## config.mk

```make
export PLATFORM = sky130hd
export DESIGN_NAME = first_fit_block_run_finder_unit
export DESIGN_NICKNAME = d
export VERILOG_FILES = /design/src/sv/ffbr_pkg.sv /design/src/sv/ffbr_ram.sv /design/src/sv/ffbr_div.sv /design/src/sv/ffbr_dp.sv /design/src/sv/ffbr_ctrl.sv /design/src/sv/first_fit_block_run_finder_unit.sv
export SDC_FILE = /design/constraint.sdc
export NUM_CORES = 2
export LEC_CHECK = 0
export BUFFER_PORTS_ARGS = -buffer_cell sky130_fd_sc_hd__buf_4
export CAP_MARGIN = 25
export CELL_PAD_IN_SITES_DETAIL_PLACEMENT = 1
export CELL_PAD_IN_SITES_GLOBAL_PLACEMENT = 1
export CORE_MARGIN = 2
export CORE_UTILIZATION = 42
export CTS_CLUSTER_SIZE = 12
export DETAILED_ROUTE_END_ITERATION = 16
export PLACE_DENSITY_LB_ADDON = 0.1
export SETUP_SLACK_MARGIN = 0.2
export SYNTH_ARGS = -nofsm -noshare
export SYNTH_HDL_FRONTEND = slang
export SYNTH_HIERARCHICAL = 1
export SYNTH_SLANG_ARGS = --single-unit
export TNS_END_PERCENT = 50
```

## constraint.sdc

```tcl
create_clock -name clk -period 18.6 [get_ports clk]
set_input_delay 2.79 -clock clk [delete_from_list [all_inputs] [get_ports clk]]
set_output_delay 2.79 -clock clk [all_outputs]
set_load 0.005 [all_outputs]
```

## src/sv/ffbr_pkg.sv

```systemverilog
`default_nettype none

package ffbr_pkg;

  localparam int NUM_BLOCKS_DEF  = 1024;
  localparam int BLOCK_BYTES_DEF = 4096;

  // Free map bits held in one RAM row and scanned together
  localparam int WORD_BITS = 8;

  localparam int IDX_W   = 10;
  localparam int REQ_W   = 23;
  localparam int START_W = 10;
  localparam int BIU_W   = 11;
  // Request plus rounding term of up to one block less one byte
  localparam int NUM_W   = 24;

  localparam logic [BIU_W-1:0] BIU_RESET = 11'd1024;

  localparam logic CMD_WRITE = 1'b0;
  localparam logic CMD_FIND  = 1'b1;

  typedef struct packed {
    logic             command;
    logic [IDX_W-1:0] entry_index;
    logic             entry_used;
    logic [REQ_W-1:0] request_bytes;
  } ffbr_in_t;

  typedef struct packed {
    logic               found;
    logic [START_W-1:0] start_block;
  } ffbr_out_t;

  typedef struct packed {
    logic capture;
    logic clr_en;
    logic div_step;
    logic wr_rd;
    logic wr_commit;
    logic scan_init;
    logic scan_step;
    logic out_load;
  } ffbr_cmd_t;

  typedef struct packed {
    logic clr_last;
    logic div_last;
    logic need_zero;
    logic lim_zero;
    logic scan_done;
  } ffbr_stat_t;

endpackage

`default_nettype wire

```

## src/sv/ffbr_ram.sv

```systemverilog
`default_nettype none

module ffbr_ram #(
  parameter int WIDTH = ffbr_pkg::WORD_BITS,
  parameter int DEPTH = ffbr_pkg::NUM_BLOCKS_DEF / ffbr_pkg::WORD_BITS
) (
  input  wire logic                                       clk,
  input  wire logic                                       we,
  input  wire logic [(DEPTH > 1 ? $clog2(DEPTH) : 1)-1:0] waddr,
  input  wire logic [WIDTH-1:0]                           wdata,
  input  wire logic [(DEPTH > 1 ? $clog2(DEPTH) : 1)-1:0] raddr,
  output logic      [WIDTH-1:0]                           rdata
);

  logic [WIDTH-1:0] mem [DEPTH];

  always_ff @(posedge clk) begin
    if (we) begin
      mem[waddr] <= wdata;
    end
    rdata <= mem[raddr];
  end

endmodule

`default_nettype wire

```

## src/sv/ffbr_div.sv

```systemverilog
`default_nettype none

// Division by a constant through a reciprocal multiply. The numerator is held
// at load and the quotient is registered at the step, so it is ready in the
// cycle after the step. The reciprocal is rounded up, which is exact for every
// numerator of NUM_W bits.
module ffbr_div #(
  parameter int DIVISOR = ffbr_pkg::BLOCK_BYTES_DEF
) (
  input  wire logic                       clk,
  input  wire logic                       load,
  input  wire logic                       step,
  input  wire logic [ffbr_pkg::NUM_W-1:0] num,
  output logic      [ffbr_pkg::NUM_W-1:0] quot,
  output logic                            last
);

  localparam int NW = ffbr_pkg::NUM_W;
  localparam int MW = NW + 1;
  localparam int PW = NW + MW;
  localparam int SH = NW + $clog2(DIVISOR);
  localparam longint unsigned RECIP =
    ((64'd1 << SH) + 64'(DIVISOR) - 64'd1) / 64'(DIVISOR);

  logic [NW-1:0] num_r;
  logic [NW-1:0] quot_r;
  logic [PW-1:0] prod;

  assign prod = PW'(num_r) * PW'(RECIP);
  assign quot = quot_r;
  assign last = step;

  always_ff @(posedge clk) begin
    if (load) begin
      num_r <= num;
    end
    if (step) begin
      quot_r <= NW'(prod >> SH);
    end
  end

endmodule

`default_nettype wire

```

## src/sv/ffbr_dp.sv

```systemverilog
`default_nettype none

module ffbr_dp #(
  parameter int NUM_BLOCKS  = ffbr_pkg::NUM_BLOCKS_DEF,
  parameter int BLOCK_BYTES = ffbr_pkg::BLOCK_BYTES_DEF
) (
  input  wire logic                       clk,
  input  wire logic                       rst_n,
  input  wire ffbr_pkg::ffbr_in_t         in_data,
  input  wire logic                       cfg_we,
  input  wire logic [ffbr_pkg::BIU_W-1:0] cfg_data,
  input  wire ffbr_pkg::ffbr_cmd_t        cmd,
  output ffbr_pkg::ffbr_stat_t            stat,
  output ffbr_pkg::ffbr_out_t             out_data
);

  localparam int WB     = ffbr_pkg::WORD_BITS;
  localparam int OFS_W  = $clog2(WB);
  localparam int DEPTH  = (NUM_BLOCKS + WB - 1) / WB;
  localparam int ADDR_W = DEPTH > 1 ? $clog2(DEPTH) : 1;
  localparam int SPAN_W = $clog2(DEPTH * WB + 1);
  localparam int NW     = ffbr_pkg::NUM_W;
  localparam int SW     = ffbr_pkg::START_W;

  logic [ffbr_pkg::BIU_W-1:0] biu_r;
  ffbr_pkg::ffbr_in_t         item_r;
  ffbr_pkg::ffbr_out_t        out_r;
  logic [ADDR_W-1:0]          clr_r;
  logic [ADDR_W-1:0]          raddr_r;
  logic [ADDR_W-1:0]          didx_r;
  logic                       dvalid_r;
  logic [SPAN_W-1:0]          run_r;
  logic [SPAN_W-1:0]          rs_r;
  logic                       hit_r;
  logic [SPAN_W-1:0]          start_r;

  logic              ram_we;
  logic [ADDR_W-1:0] ram_waddr;
  logic [WB-1:0]     ram_wdata;
  logic [ADDR_W-1:0] ram_raddr;
  logic [WB-1:0]     ram_rdata;

  logic [NW-1:0]     need;
  logic              div_last;
  logic [31:0]       idx32;
  logic              wr_ok;
  logic [ADDR_W-1:0] wr_addr;
  logic [OFS_W-1:0]  wr_bit;
  logic [WB-1:0]     mod_word;
  logic [31:0]       limit32;
  logic [SPAN_W-1:0] limit;
  logic [SPAN_W-1:0] base;
  logic [SPAN_W-1:0] run_v;
  logic [SPAN_W-1:0] rs_v;
  logic [SPAN_W-1:0] start_v;
  logic              hit_v;
  logic              exhaust;

  ffbr_div #(
    .DIVISOR(BLOCK_BYTES)
  ) u_div (
    .clk  (clk),
    .load (cmd.capture),
    .step (cmd.div_step),
    .num  (NW'(in_data.request_bytes) + NW'(BLOCK_BYTES - 1)),
    .quot (need),
    .last (div_last)
  );

  ffbr_ram #(
    .WIDTH(WB),
    .DEPTH(DEPTH)
  ) u_map (
    .clk  (clk),
    .we   (ram_we),
    .waddr(ram_waddr),
    .wdata(ram_wdata),
    .raddr(ram_raddr),
    .rdata(ram_rdata)
  );

  // Entry write: read-modify-write of the row holding the entry
  assign idx32   = 32'(item_r.entry_index);
  assign wr_ok   = idx32 < 32'(NUM_BLOCKS);
  assign wr_addr = idx32[OFS_W +: ADDR_W];
  assign wr_bit  = item_r.entry_index[OFS_W-1:0];

  always_comb begin
    mod_word         = ram_rdata;
    mod_word[wr_bit] = item_r.entry_used;
  end

  assign ram_raddr = cmd.wr_rd ? wr_addr : raddr_r;
  assign ram_we    = cmd.clr_en | (cmd.wr_commit & wr_ok);
  assign ram_waddr = cmd.clr_en ? clr_r : wr_addr;
  assign ram_wdata = cmd.clr_en ? '0 : mod_word;

  assign limit32 = (32'(biu_r) > 32'(NUM_BLOCKS)) ? 32'(NUM_BLOCKS) : 32'(biu_r);
  assign limit   = SPAN_W'(limit32);
  assign base    = SPAN_W'({didx_r, OFS_W'(0)});

  // Walk the row that came back from the map, carrying the run across rows
  always_comb begin
    run_v   = run_r;
    rs_v    = rs_r;
    start_v = start_r;
    hit_v   = 1'b0;
    for (int k = 0; k < WB; k++) begin
      logic [SPAN_W-1:0] blk;
      blk = base + SPAN_W'(k);
      if (!hit_v && (blk < limit)) begin
        if (!ram_rdata[k]) begin
          if (run_v == '0) begin
            rs_v = blk;
          end
          run_v = run_v + SPAN_W'(1);
          if (32'(run_v) >= 32'(need)) begin
            hit_v   = 1'b1;
            start_v = rs_v;
          end
        end else begin
          run_v = '0;
        end
      end
    end
  end

  assign exhaust = (base + SPAN_W'(WB)) >= limit;

  assign stat.clr_last  = clr_r == ADDR_W'(DEPTH - 1);
  assign stat.div_last  = div_last;
  assign stat.need_zero = need == '0;
  assign stat.lim_zero  = limit == '0;
  assign stat.scan_done = dvalid_r && (hit_v || exhaust);

  always_ff @(posedge clk) begin
    if (!rst_n) begin
      biu_r    <= ffbr_pkg::BIU_RESET;
      clr_r    <= '0;
      dvalid_r <= 1'b0;
    end else begin
      if (cfg_we) begin
        biu_r <= cfg_data;
      end
      if (cmd.clr_en) begin
        clr_r <= clr_r + ADDR_W'(1);
      end
      dvalid_r <= cmd.scan_step;
    end
  end

  always_ff @(posedge clk) begin
    if (cmd.capture) begin
      item_r <= in_data;
    end
    if (cmd.scan_init) begin
      raddr_r <= '0;
      run_r   <= '0;
      rs_r    <= '0;
      hit_r   <= stat.need_zero;
      start_r <= '0;
    end else if (cmd.scan_step) begin
      raddr_r <= raddr_r + ADDR_W'(1);
      didx_r  <= raddr_r;
      // hold the run state until the first row arrives
      if (dvalid_r) begin
        run_r   <= run_v;
        rs_r    <= rs_v;
        hit_r   <= hit_v;
        start_r <= start_v;
      end
    end
    if (cmd.out_load) begin
      out_r.found       <= hit_r;
      out_r.start_block <= hit_r ? SW'(start_r) : '0;
    end
  end

  assign out_data = out_r;

endmodule

`default_nettype wire

```

## src/sv/ffbr_ctrl.sv

```systemverilog
`default_nettype none

module ffbr_ctrl (
  input  wire logic                 clk,
  input  wire logic                 rst_n,
  input  wire logic                 in_valid,
  input  wire logic                 in_command,
  output logic                      in_stall,
  output logic                      out_valid,
  input  wire logic                 out_stall,
  input  wire ffbr_pkg::ffbr_stat_t stat,
  output ffbr_pkg::ffbr_cmd_t       cmd
);

  typedef enum logic [2:0] {
    S_CLEAR,
    S_IDLE,
    S_WR_RD,
    S_WR_WR,
    S_DIV,
    S_CHK,
    S_SCAN,
    S_DONE
  } state_t;

  state_t state_r, state_nxt;
  logic   out_valid_r, out_valid_nxt;

  always_comb begin
    state_nxt = state_r;
    cmd       = '0;
    unique case (state_r)
      S_CLEAR: begin
        cmd.clr_en = 1'b1;
        if (stat.clr_last) begin
          state_nxt = S_IDLE;
        end
      end
      S_IDLE: begin
        if (in_valid) begin
          cmd.capture = 1'b1;
          state_nxt   = (in_command == ffbr_pkg::CMD_FIND) ? S_DIV : S_WR_RD;
        end
      end
      S_WR_RD: begin
        cmd.wr_rd = 1'b1;
        state_nxt = S_WR_WR;
      end
      S_WR_WR: begin
        cmd.wr_commit = 1'b1;
        state_nxt     = S_IDLE;
      end
      S_DIV: begin
        cmd.div_step = 1'b1;
        if (stat.div_last) begin
          state_nxt = S_CHK;
        end
      end
      S_CHK: begin
        cmd.scan_init = 1'b1;
        state_nxt     = (stat.need_zero || stat.lim_zero) ? S_DONE : S_SCAN;
      end
      S_SCAN: begin
        cmd.scan_step = 1'b1;
        if (stat.scan_done) begin
          state_nxt = S_DONE;
        end
      end
      S_DONE: begin
        // wait for the output register to drain
        if (!out_valid_r || !out_stall) begin
          cmd.out_load = 1'b1;
          state_nxt    = S_IDLE;
        end
      end
      default: state_nxt = S_IDLE;
    endcase
    out_valid_nxt = cmd.out_load | (out_valid_r & out_stall);
  end

  always_ff @(posedge clk) begin
    if (!rst_n) begin
      state_r     <= S_CLEAR;
      out_valid_r <= 1'b0;
    end else begin
      state_r     <= state_nxt;
      out_valid_r <= out_valid_nxt;
    end
  end

  assign in_stall  = state_r != S_IDLE;
  assign out_valid = out_valid_r;

endmodule

`default_nettype wire

```

## src/sv/first_fit_block_run_finder_unit.sv

```systemverilog
`default_nettype none

// First-fit block run finder. A write word sets one free map entry used or
// free and gives no result; it reads the row holding the entry, then writes
// it back. A find word rounds its byte count up to whole blocks and returns
// the lowest start block of a run of that many free blocks within the first
// blocks_in_use entries, or found = 0. The free map is scanned 8 blocks a
// cycle from a RAM with registered read, after a reciprocal multiplication
// for the rounding; the scan is skipped when the block count or the scan
// range is zero, and a result may wait while the output is stalled. After
// reset the map is cleared one 8-block row a cycle while no word is accepted;
// configuration writes are taken at any time.
module first_fit_block_run_finder_unit #(
  parameter int NUM_BLOCKS  = ffbr_pkg::NUM_BLOCKS_DEF,
  parameter int BLOCK_BYTES = ffbr_pkg::BLOCK_BYTES_DEF
) (
  input  wire logic                       clk,
  input  wire logic                       rst_n,
  input  wire logic                       in_valid,
  output logic                            in_stall,
  input  wire ffbr_pkg::ffbr_in_t         in_data,
  output logic                            out_valid,
  input  wire logic                       out_stall,
  output ffbr_pkg::ffbr_out_t             out_data,
  input  wire logic                       cfg_we,
  input  wire logic [ffbr_pkg::BIU_W-1:0] cfg_data
);

  ffbr_pkg::ffbr_cmd_t  cmd;
  ffbr_pkg::ffbr_stat_t stat;

  ffbr_ctrl u_ctrl (
    .clk       (clk),
    .rst_n     (rst_n),
    .in_valid  (in_valid),
    .in_command(in_data.command),
    .in_stall  (in_stall),
    .out_valid (out_valid),
    .out_stall (out_stall),
    .stat      (stat),
    .cmd       (cmd)
  );

  ffbr_dp #(
    .NUM_BLOCKS (NUM_BLOCKS),
    .BLOCK_BYTES(BLOCK_BYTES)
  ) u_dp (
    .clk     (clk),
    .rst_n   (rst_n),
    .in_data (in_data),
    .cfg_we  (cfg_we),
    .cfg_data(cfg_data),
    .cmd     (cmd),
    .stat    (stat),
    .out_data(out_data)
  );

endmodule

`default_nettype wire

```

==> key figures <==
Pwr
  – Total power: 5.50 mW
  – Pwr dens: 90.6 mW/mm^2
  – VDD IR max: 0.0789 mV
  – Leak: 19.3 nW

Clock network
  – Clock latency on the worst-skew pair: 0.73 ns
  – CTS H-tree lvls: 3
  – CTS tree: built
  – CTS buffer count: 118
  – CTS Root Cell: clkbuf_16
  – Clk slew on worst S/H paths: 0.07 ns
  – Hold_buf cts: 0
  – Sink Count: 1147
  – Clk buf depth: 3

Routing
  – DRT antenna net count: 0
  – Pre-antenna DRT Iters: 5
  – Vias/cell: 5.97
  – Average wire per standard cell: 29.3 um
  – Vias: 32000
  – Detailed Route Iter0 Violations: 2681
  – Final Routed Wirelength: 157 mm
  – # DRC: 0

Floorplanning
  – IO Count: 64
  – Die height: 364 um
  – Die ar.: 0.133 mm^2
  – Die Span X: 364 um
  – Starting Density: 42.2%
  – Row count: 132
  – CORE AREA: 0.129 mm^2

Global route
  – Pin count of the biggest net entering global routing: 106
  – Number of global-route vias before repair: 33600
  – First-pass GRT wire length: 233 mm
  – GRT Total Usage: 23.9%
  – Initial antenna violation count: 3
  – Grt total ovfl: 0

Setup path
  – Crit path max fanout: 13
  – Crit path capture type: flop
  – Worst EP required: 19.21 ns
  – Setup CP Type: flop to flop
  – CP max stage delay: 0.54 ns
  – Critical path's most frequent cell: a21oi_1
  – Critical path arrival: 17.66 ns
  – Slowest cell on crit path: a31oi_1
  – Worst setup SP type: flop

Place
  – Routability congestion estimate: 0.857
  – Inst Count DP: 5145
  – # port buffers: 63
  – Post-DP HPWL: 107 mm

Timing
  – Fin. Hold Viols: 0
  – RSZ-0062 raised after global routing: false
  – Period minus WS final: 17.05 ns
  – Max-slew violations: 0
  – Relative slew slack: 28.5%
  – Hold Slack: 0.417 ns
  – Worst-Margin Slew: 1.07 ns
  – Total Negative Setup Slacks: 0 ns
  – Worst Skew: 0.0628 ns
  – Fin crit share: 91.7%
  – Max frequency: 58.7 MHz
  – Final setup vio count: 0

Run
  – Max-cap viol count: 0

Final layout
  – Share of cells above drive strength 1: 21.2%
  – Area Overhead vs Synth: 11.4%
  – Final nets: 3709
  – Final Instance Count excl. Fillers: 5359
  – Fill count: 12500
  – ANT cells: 0

Logic synthesis
  – Yosys warnings: 6
  – Post-Syn Instances: 3464
  – Synthesized area: 0.0545 mm^2
  – Syn avg cell area: 15.7 um^2

Hold path
  – Worst Hold Class: flop to flop

Status
  – Status: complete, no violations
## metal layers
metal  up-vias  GRT usage (%)  wire (um)
met2       748           41.8      80900
met5         -              0         13
met1     17000           31.2      65400
met4         2           7.77       4580
li1      14100              -          -
met3       220           2.73       6220
## worst max-delay path, delay by kind of cell, from the launching register on
kind                       cells  cell delay (ns)
buffers and inverters          4             0.68
adders and majority gates      8             2.27
xor gates and xnor gates       4             0.98
muxes                          2             0.50
DFF                            1             0.36
AOI/OAI and AO/OA             28             7.24
and+or+nand+nor               21             4.88
## state kept, by name, indices dropped and copies added, names as in the netlist, 11 cells and up
register          flops
u_dp/out_data        11
u_dp/u_map/mem     1024
u_dp/u_div/num_r     12
u_dp/u_div/quot      12
u_dp/run_r           11
u_dp/biu_r           11
## report_power, final
group	switching, mW	internal, mW
registers	0.0128	2.79
clock network	0.968	1.24
logic	0.305	0.182
total	1.29	4.21
## per-stage QoR
stage | util (%) | setup slack, ns | area (um^2)
floorplan | - | 4.16 | 54500
global placement | 44.0 | 1.50 | 56900
detailed placement | 44.1 | 0.742 | 56900
CTS | 46.8 | 0.672 | 60500
global route | 47.0 | 0.256 | 60700
finish | 47.0 | 1.55 | 60700
## final cells by class
| class | instances | area (um^2) | share of cell area, % |
|---|---|---|---|
| repair buffers | 141 | 1210 | 2.00 |
| clock buffers | 156 | 3200 | 5.27 |
| multi-input cells | 2073 | 19800 | 32.6 |
| well taps | 1742 | 2180 | 3.59 |
| flip-flops and latches | 1147 | 33800 | 55.6 |
| inverters | 53 | 199 | 0.328 |
| clock inverters | 47 | 359 | 0.591 |
## worst paths after layout
path | startpoint | endpoint | slack [ns] | cells after the start
setup / recovery | u_dp/biu_r[10] | u_ctrl/state_r[0] | 1.55 | 67
hold / removal | u_dp/u_div/num_r[12] | u_dp/u_div/quot[0] | 0.42 | 0
setup reg to reg | u_dp/biu_r[10] | u_ctrl/state_r[0] | 1.55 | 67
hold reg to reg | u_dp/u_div/num_r[12] | u_dp/u_div/quot[0] | 0.42 | 0
## placed cells by master (no fill, tap or decap), types with 13 or more instances in the layout
cell type,instances
clkinv_1,19
mux4_2,336
nor3_1,51
or3_1,19
clkinv_2,16
a211oi_1,30
and4_1,14
nand2b_1,35
buf_4,129
nand4_1,27
a211o_1,13
clkbuf_1,32
a21o_1,33
xnor2_1,74
a21oi_1,85
edfxtp_1,1078
xor2_1,19
a31oi_1,19
and3_1,28
mux2i_1,85
nand2_1,175
o21ai_0,81
nand3_1,76
mux2_2,28
o211ai_1,25
nor4_1,35
and2_1,40
nor2_1,264
o21a_1,15
clkbuf_16,122
inv_1,52
nor2b_1,38
ha_1,124
dfxtp_1,69
## what timing repair did
| item | CTS | global route |
|---|---|---|
| endpoints found under the hold margin | 0 | 0 |
| gates resized for setup | 0 | 7 |
| setup endpoints to repair | 0 | 12 |
| buffers inserted | 0 | 1 |
No activity file was read; power rests on OpenSTA's default activity.
